**config.mk**
```make
export PLATFORM = sky130hd
export DESIGN_NAME = bmhq_ctrl
export DESIGN_NICKNAME = d
export VERILOG_FILES = /design/src/hdl/bmhq_pkg.sv /design/src/hdl/bmhq_ctrl.sv
export SDC_FILE = /design/constraint.sdc
export NUM_CORES = 1
export LEC_CHECK = 0
export BUFFER_PORTS_ARGS = -buffer_cell sky130_fd_sc_hd__buf_2
export CAP_MARGIN = 20
export CORE_MARGIN = 5
export CORE_UTILIZATION = 45
export DETAILED_ROUTE_END_ITERATION = 7
export HOLD_SLACK_MARGIN = 0.03
export PLACE_DENSITY = 0.77
export SYNTH_ARGS = -nofsm -noshare
export SYNTH_HDL_FRONTEND = slang
export SYNTH_SLANG_ARGS = --single-unit
```
**constraint.sdc**
```tcl
create_clock -name clk_i -period 3.1 [get_ports clk_i]
set_input_delay 0.155 -clock clk_i [delete_from_list [all_inputs] [get_ports clk_i]]
set_output_delay 0.155 -clock clk_i [all_outputs]
set_load 0.02 [all_outputs]
```
**src/hdl/bmhq_pkg.sv**
```systemverilog
package bmhq_pkg;

  localparam int unsigned CAPACITY = 64;
  localparam int unsigned IDX_W    = $clog2(CAPACITY);
  localparam int unsigned CNT_W    = $clog2(CAPACITY + 1);
  localparam int unsigned ENTRY_W  = 7;
  localparam int unsigned WIDE_W   = IDX_W + 2;

  typedef logic signed [31:0] key_t;

  typedef enum logic {
    CMD_INSERT = 1'b0,
    CMD_POP    = 1'b1
  } cmd_e;

  typedef enum logic [1:0] {
    ST_OK    = 2'd0,
    ST_EMPTY = 2'd1,
    ST_FULL  = 2'd2
  } status_e;

  typedef struct packed {
    logic        command;
    key_t        priority_req;
    logic [31:0] payload;
  } in_t;

  typedef struct packed {
    key_t               top_key;
    logic [31:0]        top_payload;
    logic               top_valid;
    logic [ENTRY_W-1:0] entry_count;
    logic [1:0]         status;
  } out_t;

  typedef struct packed {
    key_t        key;
    logic [31:0] tag;
  } entry_t;

  // datapath operations issued by the controller
  typedef enum logic [2:0] {
    OP_IDLE      = 3'd0,
    OP_ACCEPT    = 3'd1,
    OP_LOAD_LAST = 3'd2,
    OP_UP_STEP   = 3'd3,
    OP_UP_CMP    = 3'd4,
    OP_DN_STEP   = 3'd5,
    OP_DN_CMP    = 3'd6,
    OP_FINISH    = 3'd7
  } op_e;

  typedef struct packed {
    op_e op;
  } dp_cmd_t;

  typedef struct packed {
    logic full;
    logic empty;
    logic pos_zero;
    logic leaf;
    logic up_move;
    logic dn_move;
  } dp_stat_t;

endpackage

```
**src/hdl/bmhq_ctrl.sv**
```systemverilog
module bmhq_ctrl
  import bmhq_pkg::*;
(
  input  logic     clk_i,
  input  logic     rst_ni,
  input  logic     in_valid_i,
  output logic     in_ready_o,
  input  logic     in_command_i,
  output logic     out_valid_o,
  input  logic     out_ready_i,
  input  dp_stat_t stat_i,
  output dp_cmd_t  cmd_o
);

  typedef enum logic [6:0] {
    S_IDLE = 7'b0000001,
    S_LOAD = 7'b0000010,
    S_UP   = 7'b0000100,
    S_UPC  = 7'b0001000,
    S_DN   = 7'b0010000,
    S_DNC  = 7'b0100000,
    S_FIN  = 7'b1000000
  } state_e;

  state_e state_q, state_d;
  logic   out_valid_q, out_valid_d;
  logic   slot_free;

  assign slot_free   = !out_valid_q || out_ready_i;
  assign in_ready_o  = (state_q == S_IDLE);
  assign out_valid_o = out_valid_q;

  always_comb begin
    state_d     = state_q;
    out_valid_d = out_valid_q && !out_ready_i;
    cmd_o.op    = OP_IDLE;
    case (state_q)
      S_IDLE: begin
        if (in_valid_i) begin
          cmd_o.op = OP_ACCEPT;
          if (in_command_i == CMD_INSERT) begin
            state_d = stat_i.full ? S_FIN : S_UP;
          end else begin
            state_d = stat_i.empty ? S_FIN : S_LOAD;
          end
        end
      end
      S_LOAD: begin
        cmd_o.op = OP_LOAD_LAST;
        state_d  = S_DN;
      end
      S_UP: begin
        cmd_o.op = OP_UP_STEP;
        state_d  = stat_i.pos_zero ? S_FIN : S_UPC;
      end
      S_UPC: begin
        cmd_o.op = OP_UP_CMP;
        state_d  = stat_i.up_move ? S_UP : S_FIN;
      end
      S_DN: begin
        cmd_o.op = OP_DN_STEP;
        state_d  = stat_i.leaf ? S_FIN : S_DNC;
      end
      S_DNC: begin
        cmd_o.op = OP_DN_CMP;
        state_d  = stat_i.dn_move ? S_DN : S_FIN;
      end
      S_FIN: begin
        if (slot_free) begin
          cmd_o.op    = OP_FINISH;
          out_valid_d = 1'b1;
          state_d     = S_IDLE;
        end
      end
      default: begin
        state_d = S_IDLE;
      end
    endcase
  end

  always_ff @(posedge clk_i or negedge rst_ni) begin
    if (!rst_ni) begin
      state_q     <= S_IDLE;
      out_valid_q <= 1'b0;
    end else begin
      state_q     <= state_d;
      out_valid_q <= out_valid_d;
    end
  end

endmodule

```
==> summary.txt, run 1 <==
Run status
  • Status: complete, no violations

Finish
  • Nets@finish: 110
  • Reg area: between 200 and 250 sq um
  • Antenna cell count: 0
  • Final instance area: ~800 sq um
  • Fill cell count: about 120
  • Most common cell after layout, fill and taps aside: buf_2
  • Commonest cells after routing, fill and taps aside: buf_2, or3_1, nor3_1, dfrtp_1
  • Layout cells sized above 1: 25.5%
  • Area Overhead vs Synth: 14.3%
  • Multi-input gate area: between 400 and 500 sq um

Floorplan
  • Initial core utilization: roughly 47%
  • Die area: 2450 sq um
  • Core area: approximately 1500 sq um
  • Die width: approximately 49 microns
  • Die H: 49.5 microns
  • Rows: 14
  • Top Ports: 16

Timing
  • Final Skew: approximately 0.018 ns
  • Fin crit share: 70.2%
  • Slew Limit Fails: 0
  • Final worst path period need: around 2.2 ns
  • Final setup vio count: 0
  • RSZ-0062 raised after global routing: false
  • Max frequency: approximately 0.46 GHz
  • Final setup TNS: 0 ns
  • Max-slew headroom: between 70 and 80%
  • Final Hold Vio Count: 0
  • Worst slew pin tran: 0.442 ns

Power
  • Sw frac: about 44%
  • Gate power share: between 50% and 60%
  • Worst VDD drop: about 0.36 mV
  • Register share of total power: around a third
  • NetSw: ~0.00023 W
  • Power Density: 653 nW/um^2
  • Internal power: between 0.0002 and 0.0003 W
  • P_leak: around 0.38 nW
  • Clock power frac: roughly 17%

Synthesis
  • Syn. warnings: 0
  • Syn Inst Count: 86
  • Mean Syn Cell Area: a little over 8 sq um
  • Syn_nets: between 90 and 100
  • Sequential share of the synthesized area: 28.7%
  • Synth cell types: 36
  • Post-Syn Area: 702 sq um
  • Seq cells post-synth: 8

Routing
  • Pre-antenna DRT Iters: 5
  • Wirelength per Cell: 15.1 microns
  • Drt drc: 0
  • Final antenna-violating net count: 0
  • Detailed router's first-iteration violation count: 46
  • Vias: ~750
  • Total detailed-routing wirelength: 1.72 mm
  • Vias/cell: approximately 6.6

Clocking
  • CTS sink cnt: 8
  • Num CTS Buffers: 3
  • Root buffer cell: clkbuf_4
  • Max H-tree Level: 1
  • Maximum clock path buffer count: 2
  • Clock slew at reported path FFs: ~0.07 ns
  • CTS tree: built
  • Latest clock arrival within the worst-skew pair: 0.26 ns

Setup path
  • CP Buf/Inv Count: 1
  • Worst-path cell chain: or4_4 > or3_1 > o41ai_1 > buf_2
  • Worst EP required: around 2.9 ns
  • CP startpoint kind: register
  • Arr. time, crit path: 2.02 ns
  • CP endpoint kind: output pin
  • Slowest-stage cell, CP: or4_4
  • R2R cell count: 4
  • Slowest stage delay, CP: approximately 0.6 ns
  • Worst R2R End: state_q[0]
  • CP Max Fanout: 13
  • FF-to-FF setup slack: around 1.2 ns
  • Crit Path Class: register to output pin
  • RR Startpoint: state_q[5]
  • Critical path's top delay family: simple AND/OR/NAND/NOR gates

Global route
  • Largest net degree at the start of global routing: 17
  • Vias in the first global route: between 600 and 700
  • GRT overflow: 0
  • Initial antenna violation count: 0
  • First-pass GRT wire length: around 3.0 mm
  • Tot GR Track Use: between 15 and 20%

Job
  • Max Cap Viol: 0

Place
  • Placed inst area: between 700 and 800 sq um
  • Number of port buffers: 15
  • Final HPWL DP: roughly 1.2 mm
  • Placer Congestion: 0.853

Hold path
  • Worst Hold Depth: 2
  • Worst min path class: primary input to register
  • HP Start: stat_i[0]
  • Hold EP: state_q[4]
cell families (layout without fill, tap and decap cells):
family                    Yosys count  after routing  synth area share, %
AOI/OAI and AO/OA                  18             18                 18.2
xor gates and xnor gates            3              3                 3.74
buffers and inverters              11             23                 6.06
and+or+nand+nor                    44             44                 40.5
muxes                               2              2                 2.85
DFF                                 8              8                 28.7
cells in the mapped netlist:
library cell	number	share of area [%]
dfstp_2	1	3.7
inv_1	3	1.6
nor3_1	7	5.0
o21ai_0	1	0.71
mux2i_1	2	2.9
nor4b_1	3	3.7
buf_2	1	0.71
nand2b_1	5	4.5
nand3_1	1	0.71
a31oi_1	2	1.8
o41ai_1	1	1.2
a21oi_1	4	2.9
or4_4	1	1.6
nor4_1	5	4.5
xor2_1	2	2.5
o31ai_1	1	1.1
a2111oi_0	1	1.2
and4b_1	1	1.4
or3b_2	2	2.5
buf_1	1	0.53
dfrtp_1	7	25
a32o_1	1	1.4
nor2b_1	1	0.89
a211oi_1	2	2.1
xnor2_1	1	1.2
or3_1	7	6.2
o22ai_1	1	0.89
a221o_1	1	1.4
nor2_1	4	2.1
nand3b_1	3	3.2
a211o_1	1	1.2
clkbuf_1	6	3.2
or4b_2	1	1.4
nand4_1	1	0.89
a21o_1	2	2.1
or2_2	2	1.8
registers in the layout, summed over array words and instances, names as in the netlist:
name,flops
state_q,7
out_valid_o,1
worst max path at each step:
stage	from	endpoint	slack (ns)	cells after the start
finish	state_q[5]	cmd_o[1]	0.92	4
global route	state_q[5]	cmd_o[1]	0.80	4
CTS	state_q[4]	cmd_o[1]	0.92	4
detailed placement	state_q[4]	cmd_o[1]	1.20	4
global placement	state_q[4]	state_q[0]	1.22	4
floorplan	state_q[3]	cmd_o[2]	1.25	4
timing repair:
| action | CTS | global route |
|---|---|---|
| gates resized for setup | 0 | 0 |
| hold buffers | 1 | 0 |
| hold endpoints to repair | 8 | 0 |
| setup buffers | 0 | 0 |
metal layers:
metal	part of all wire [%]	track usage, %
met4	2.8	10.0
met1	43	19.5
met3	7.6	1.51
met5	0	0
met2	47	24.0
power groups by stage:
stage	Clock, W	Sequential [W]	Combinational (W)
2_1_floorplan	0	0.000144	0.000222
3_3_place_gp	0	0.000171	0.000255
3_5_place_dp	0	0.000170	0.000256
4_1_cts	0.0000936	0.000169	0.000260
5_1_grt	0.000102	0.000175	0.000290
6_report	0.0000913	0.000171	0.000262
per-stage QoR:
step	worst slack [ns]	hold slack (ns)	power, W	cells	utilization, %
2_1_floorplan	1.25	-0.141	0.000366	86	-
3_3_place_gp	1.22	0.0117	0.000425	109	51.4
3_5_place_dp	1.20	0.0115	0.000426	109	51.4
4_1_cts	0.924	0.124	0.000523	114	53.9
5_1_grt	0.799	0.128	0.000566	114	53.9
6_report	0.924	0.135	0.000524	114	53.9
final cells by class:
cell class                 instances  area share [%]
clock buffer                       4            3.28
inverter                           3            1.40
multi-input combinational         67            57.1
sequential                         8            25.1
tap                               16            2.50
timing repair buffer              16            10.6
Note: power is estimated with default switching activity, not from simulation.
==> run 2, diff against run 1 <==
Settings changed: PLACE_DENSITY 0.77 to 0.8.
Clock period 3.1 ns to 1.99 ns, I/O delays scaled along.
==> summary.txt, run 2 (synthesis gave the netlist of run 1 again) <==
Run status
  • Status: complete, no violations

Timing
  • Fin crit share: between 90% and 100%
  • RSZ-0062 raised after global routing: false
  • Final setup TNS: 0 ns
  • Slew Limit Fails: 0
  • Final worst path period need: between 1.5 and 2 ns
  • Max frequency: between 0.5 and 0.6 GHz
  • Worst slew pin tran: 0.395 ns
  • Final Hold Vio Count: 0
  • Max-slew headroom: between 70% and 80%
  • Final Skew: just under 0.0009 ns
  • Final setup vio count: 0

Routing
  • Detailed router's first-iteration violation count: 27
  • Vias/cell: 6.54
  • Total detailed-routing wirelength: 2.00 mm
  • Drt drc: 0
  • Vias: between 800 and 900
  • Wirelength per Cell: roughly 16 microns
  • Final antenna-violating net count: 0
  • Pre-antenna DRT Iters: 4

Global route
  • GRT overflow: 0
  • First-pass GRT wire length: approximately 3.0 mm
  • Initial antenna violation count: 0
  • Tot GR Track Use: 15.9%
  • Largest net degree at the start of global routing: 15
  • Vias in the first global route: roughly 670

Clocking
  • Num CTS Buffers: 3
  • Maximum clock path buffer count: 2
  • CTS tree: built
  • Root buffer cell: clkbuf_4
  • Clock slew at reported path FFs: around 0.050 ns
  • Max H-tree Level: 1
  • Latest clock arrival within the worst-skew pair: 0.25 ns
  • CTS sink cnt: 8

Floorplan
  • Rows: 14
  • Die width: around 49 microns
  • Core area: approximately 1500 sq um
  • Die H: about 49 microns
  • Top Ports: 16
  • Die area: 2450 sq um
  • Initial core utilization: 47.1%

Setup path
  • Arr. time, crit path: 1.85 ns
  • Slowest stage delay, CP: 0.56 ns
  • CP Max Fanout: 4
  • Slowest-stage cell, CP: or4_4
  • CP Buf/Inv Count: 1
  • Worst EP required: ~1.9 ns
  • Crit Path Class: register to output pin
  • Worst-path cell chain: or4_4 > or3_1 > o41ai_1 > buf_2
  • CP startpoint kind: register
  • CP endpoint kind: output pin
  • Critical path's top delay family: simple AND/OR/NAND/NOR gates

Finish
  • Post-layout util: 58.4%
  • Fill cell count: ~120
  • Non-Filler Instances: ~120
  • Area Overhead vs Synth: 23.9%
  • Antenna cell count: 0
  • Layout cells sized above 1: between 30% and 40%
  • Nets@finish: 119
  • Most common cell after layout, fill and taps aside: buf_2
  • Commonest cells after routing, fill and taps aside: buf_2, buf_4, or3_1, nor3_1
  • Biggest register: state_q
  • Max reg flops: 7

Power
  • P_leak: 0.419 nW
  • Worst VDD drop: between 0.5 and 0.6 mV
  • Power Density: just under 1000 nW/um^2

Place
  • Placer Congestion: 0.929
  • Number of port buffers: 15
  • Final HPWL DP: between 1 and 1.5 mm
  • DP Cell Count: roughly 110

Hold path
  • Worst min path class: primary input to register

Job
  • Max Cap Viol: 0
[run 2: cell types whose count changed in the layout (fill, tap and decap cells not counted)]
| cell | before | now |
|---|---|---|
| buf_4 | 0 | 8 |
| dfrtp_1 | 7 | 5 |
| dfrtp_2 | 0 | 2 |
| clkbuf_2 | 0 | 1 |
[run 2: repair_timing]
item	CTS	global route
endpoints found under the hold margin	8	0
hold buffers	1	0
setup buffers	0	5
resized for setup	2	0
pin swaps	0	2
setup endpoints to repair	2	3
[run 2: per-layer routing]
layer / vias to the layer above / routed length, microns / track usage [%]
li1: 373 / - / -
met4: 0 / 75 / 11.4
met5: - / 0 / 0
met3: 8 / 126 / 1.51
met2: 44 / 958 / 26.2
met1: 379 / 838 / 19.0
[run 2: path summary, 6_finish.rpt]
path / start / end / slack [ns] / cells past startpoint
worst max-delay path: state_q[4] / cmd_o[1] / 0.05 / 4
worst min-delay path: stat_i[0] / state_q[4] / 0.08 / 2
worst max register to register: state_q[4] / state_q[0] / 0.08 / 5
worst min register to register: state_q[5] / state_q[3] / 0.56 / 2
max in group asynchronous: rst_ni / state_q[0] / 1.53 / 2
min in group asynchronous: rst_ni / state_q[5] / 0.22 / 2
[run 2: worst register-to-register path: cells and delay by family, from the launching register on]
| kind | cells | cell delay (ns) |
|---|---|---|
| AO/OA/AOI/OAI | 2 | 0.39 |
| buffers and inverters | 1 | 0.15 |
| flip-flops | 1 | 0.42 |
| AND/OR/NAND/NOR | 2 | 0.88 |
[run 2: layout make-up]
class | count | area (sq um) | share of cell area [%]
Inverter | 3 | 11.3 | 1.29
Tap cell | 16 | 20.0 | 2.30
Timing Repair Buffer | 25 | 150 | 17.3
Sequential cell | 8 | 204 | 23.5
Multi-Input combinational cell | 67 | 458 | 52.7
Clock buffer | 4 | 26.3 | 3.02
[run 2: through the flow]
stage / total power [W] / hold WS, ns / worst slack, ns / cell area (sq um)
floorplan: 0.000571 / -0.196 / 0.167 / 702
global placement: 0.000669 / -0.0480 / 0.236 / 796
detailed placement: 0.000677 / -0.0507 / 0.208 / 796
CTS: 0.000820 / 0.0704 / 0.0141 / 835
global route: 0.000923 / 0.0952 / 0.00600 / 870
finish: 0.000858 / 0.0757 / 0.0452 / 870
[run 2: report_power, final]
part	total (W)	internal (W)	switching, W
clock	0.000133	0.0000768	0.0000561
combinational	0.000488	0.000218	0.000270
sequential	0.000238	0.000198	0.0000396
==> run 3, diff against run 2 <==
Settings changed: ABC_AREA set to 1, CORE_AREA set to 5 5 42 44, CORE_MARGIN 5 to unset, CORE_UTILIZATION 45 to unset, DIE_AREA set to 0 0 47 49, PLACE_DENSITY 0.8 to 0.79.
==> summary.txt, run 3 <==
Run status
  • Status: complete, no violations

Synthesis
  • Sequential share of the synthesized area: 35.9%
  • Seq cells post-synth: 8
  • Post-synth top cells: nand2_1, nor2_1, dfrtp_1, nand3_1
  • Syn_nets: 91
  • Area leader, netlist: dfrtp_1
  • Area contributors post-synth: dfrtp_1, nand2_1, nor2_1
  • Dominant synthesized flop cell: dfrtp_1
  • Mean Syn Cell Area: 7.02 sq um
  • Yosys top cell area share: 31.2%
  • Post-Syn Area: between 500 and 600 sq um
  • Most instantiated library cell after synthesis: nand2_1
  • Number of synthesized flops with an enable pin: 0
  • Syn Inst Count: 80
  • Share of flip-flops with an asynchronous set or reset: 100%
  • Syn. warnings: 0
  • Synth cell types: 20

Clocking
  • CTS tree: built
  • Root buffer cell: clkbuf_4
  • CTS resizes: 0
  • Num CTS Buffers: 3
  • Clock slew at reported path FFs: about 0.060 ns
  • CTS sink cnt: 8
  • Max H-tree Level: 1
  • Maximum clock path buffer count: 2
  • Latest clock arrival within the worst-skew pair: roughly 0.27 ns

Finish
  • Antenna cell count: 0
  • Nets@finish: 115
  • Layout cells sized above 1: roughly a third
  • Area Overhead vs Synth: 28.7%
  • Most common cell after layout, fill and taps aside: nand2_1
  • Biggest register: state_q
  • Fill cell count: about 150
  • Commonest cells after routing, fill and taps aside: nand2_1, buf_2, nor2_1
  • Max reg flops: 7
  • Final instance area: 723 sq um

Timing
  • Worst slew pin tran: just under 0.2 ns
  • Fin crit share: just over 80%
  • Hold_ws: ~0.026 ns
  • Max frequency: approximately 0.61 GHz
  • Slew Limit Fails: 0
  • Final setup vio count: 0
  • Final Hold Vio Count: 0
  • Final Skew: 0.00463 ns
  • Max-slew headroom: ~87%
  • Final worst path period need: about 1.6 ns
  • Final setup TNS: 0 ns
  • RSZ-0062 raised after global routing: false

Floorplan
  • Core area: between 1000 and 1500 sq um
  • Rows: 14
  • Die width: about 47 microns
  • Initial core utilization: approximately two fifths
  • Top Ports: 16
  • Die area: ~2300 sq um
  • Die H: 49 microns

Global route
  • Tot GR Track Use: 13.6%
  • First-pass GRT wire length: between 2 and 2.5 mm
  • GRT overflow: 0
  • Vias in the first global route: slightly below 600
  • Initial antenna violation count: 0
  • Largest net degree at the start of global routing: 9

Hold path
  • Worst min path class: primary input to register
  • Worst Hold Depth: 2

Power
  • P_leak: 0.391 nW
  • Internal power: roughly 0.00046 W
  • Sw frac: between 40 and 50%
  • NetSw: about 0.00042 W
  • Register share of total power: between 20% and 30%
  • Power Density: 1220 nW/um^2
  • Clock power frac: between 10% and 20%
  • Power, Total: between 0.0008 and 0.0009 W
  • Worst VDD drop: between 0.7 and 0.8 mV
  • Gate power share: approximately 56%

Routing
  • Pre-antenna DRT Iters: 5
  • Total detailed-routing wirelength: between 1 and 1.5 mm
  • Vias/cell: just under 5
  • Vias: a little under 600
  • Final antenna-violating net count: 0
  • Detailed router's first-iteration violation count: 20
  • Drt drc: 0
  • Wirelength per Cell: approximately 11 microns

Setup path
  • Arr. time, crit path: approximately 1.6 ns
  • R2R cell count: 6
  • Worst EP required: between 1.5 and 2 ns
  • CP endpoint kind: output pin
  • CP Max Fanout: 3
  • Crit Path Class: register to output pin
  • CP startpoint kind: register

Place
  • Placer Congestion: 0.892
  • Number of port buffers: 15
  • Placed inst area: ~660 sq um
  • Final HPWL DP: approximately 1000 microns

Job
  • Max Cap Viol: 0
==> run 3: kinds of logic after synthesis <==
logic type / share of synthesized area [%]
buffers and inverters: 8.68
AOI/OAI and AO/OA: 4.01
and+or+nand+nor: 51.4
DFF: 35.9
==> run 3: final cells by class <==
class / instances / area, sq um / area share [%]
Timing Repair Buffer: 19 / 115 / 15.9
Multi-Input combinational cell: 59 / 312 / 43.1
Sequential cell: 8 / 201 / 27.9
Inverter: 13 / 48.8 / 6.75
Clock buffer: 4 / 26.3 / 3.63
Tap cell: 16 / 20.0 / 2.77
==> run 3: worst max-delay path: stages (launching register included) <==
cell,delay (ns)
dfstp_2,0.54
nand2_1,0.06
nor2_2,0.17
nand2_1,0.10
clkinv_1,0.08
nand2_1,0.08
nand4_1,0.09
buf_2,0.16
==> run 3: power groups by stage <==
stage	sequential [W]	clock, W	combinational, W
6_report	0.000245	0.000144	0.000492
5_1_grt	0.000251	0.000153	0.000547
4_1_cts	0.000245	0.000140	0.000487
3_5_place_dp	0.000247	0	0.000480
3_3_place_gp	0.000245	0	0.000471
2_1_floorplan	0.000255	0	0.000349
==> run 3: path summary, 6_finish.rpt <==
path                                  start          end  slack [ns]
worst max-delay path             state_q[0]     cmd_o[0]        0.34
worst min-delay path            out_ready_i  out_valid_o        0.03
worst max register to register   state_q[0]   state_q[6]        0.70
worst min register to register  out_valid_o  out_valid_o        0.55
max in group asynchronous            rst_ni   state_q[0]        1.55
min in group asynchronous            rst_ni  out_valid_o        0.20
==> run 3: metal layers <==
layer  up-vias  track usage, %  part of all wire, %
met5         -               0                    0
met1       252            15.1                   40
li1        292               -                    -
met2        33            22.9                   48
met4         0            5.99                  2.7
met3         7            4.06                  9.8
==> run 3: through the flow <==
| step | util (%) | setup slack [ns] | instances |
|---|---|---|---|
| finish | 51.6 | 0.340 | 119 |
| detailed placement | 46.9 | 0.644 | 111 |
| CTS | 51.6 | 0.361 | 119 |
| global placement | 46.9 | 0.676 | 111 |
| global route | 51.6 | 0.262 | 119 |
| floorplan | - | 0.684 | 80 |
==> run 3: timing repair <==
action,CTS,global route
hold buffers,4,0
endpoints found under the hold margin,11,0
setup buffers,0,0
setup endpoints to repair,0,0
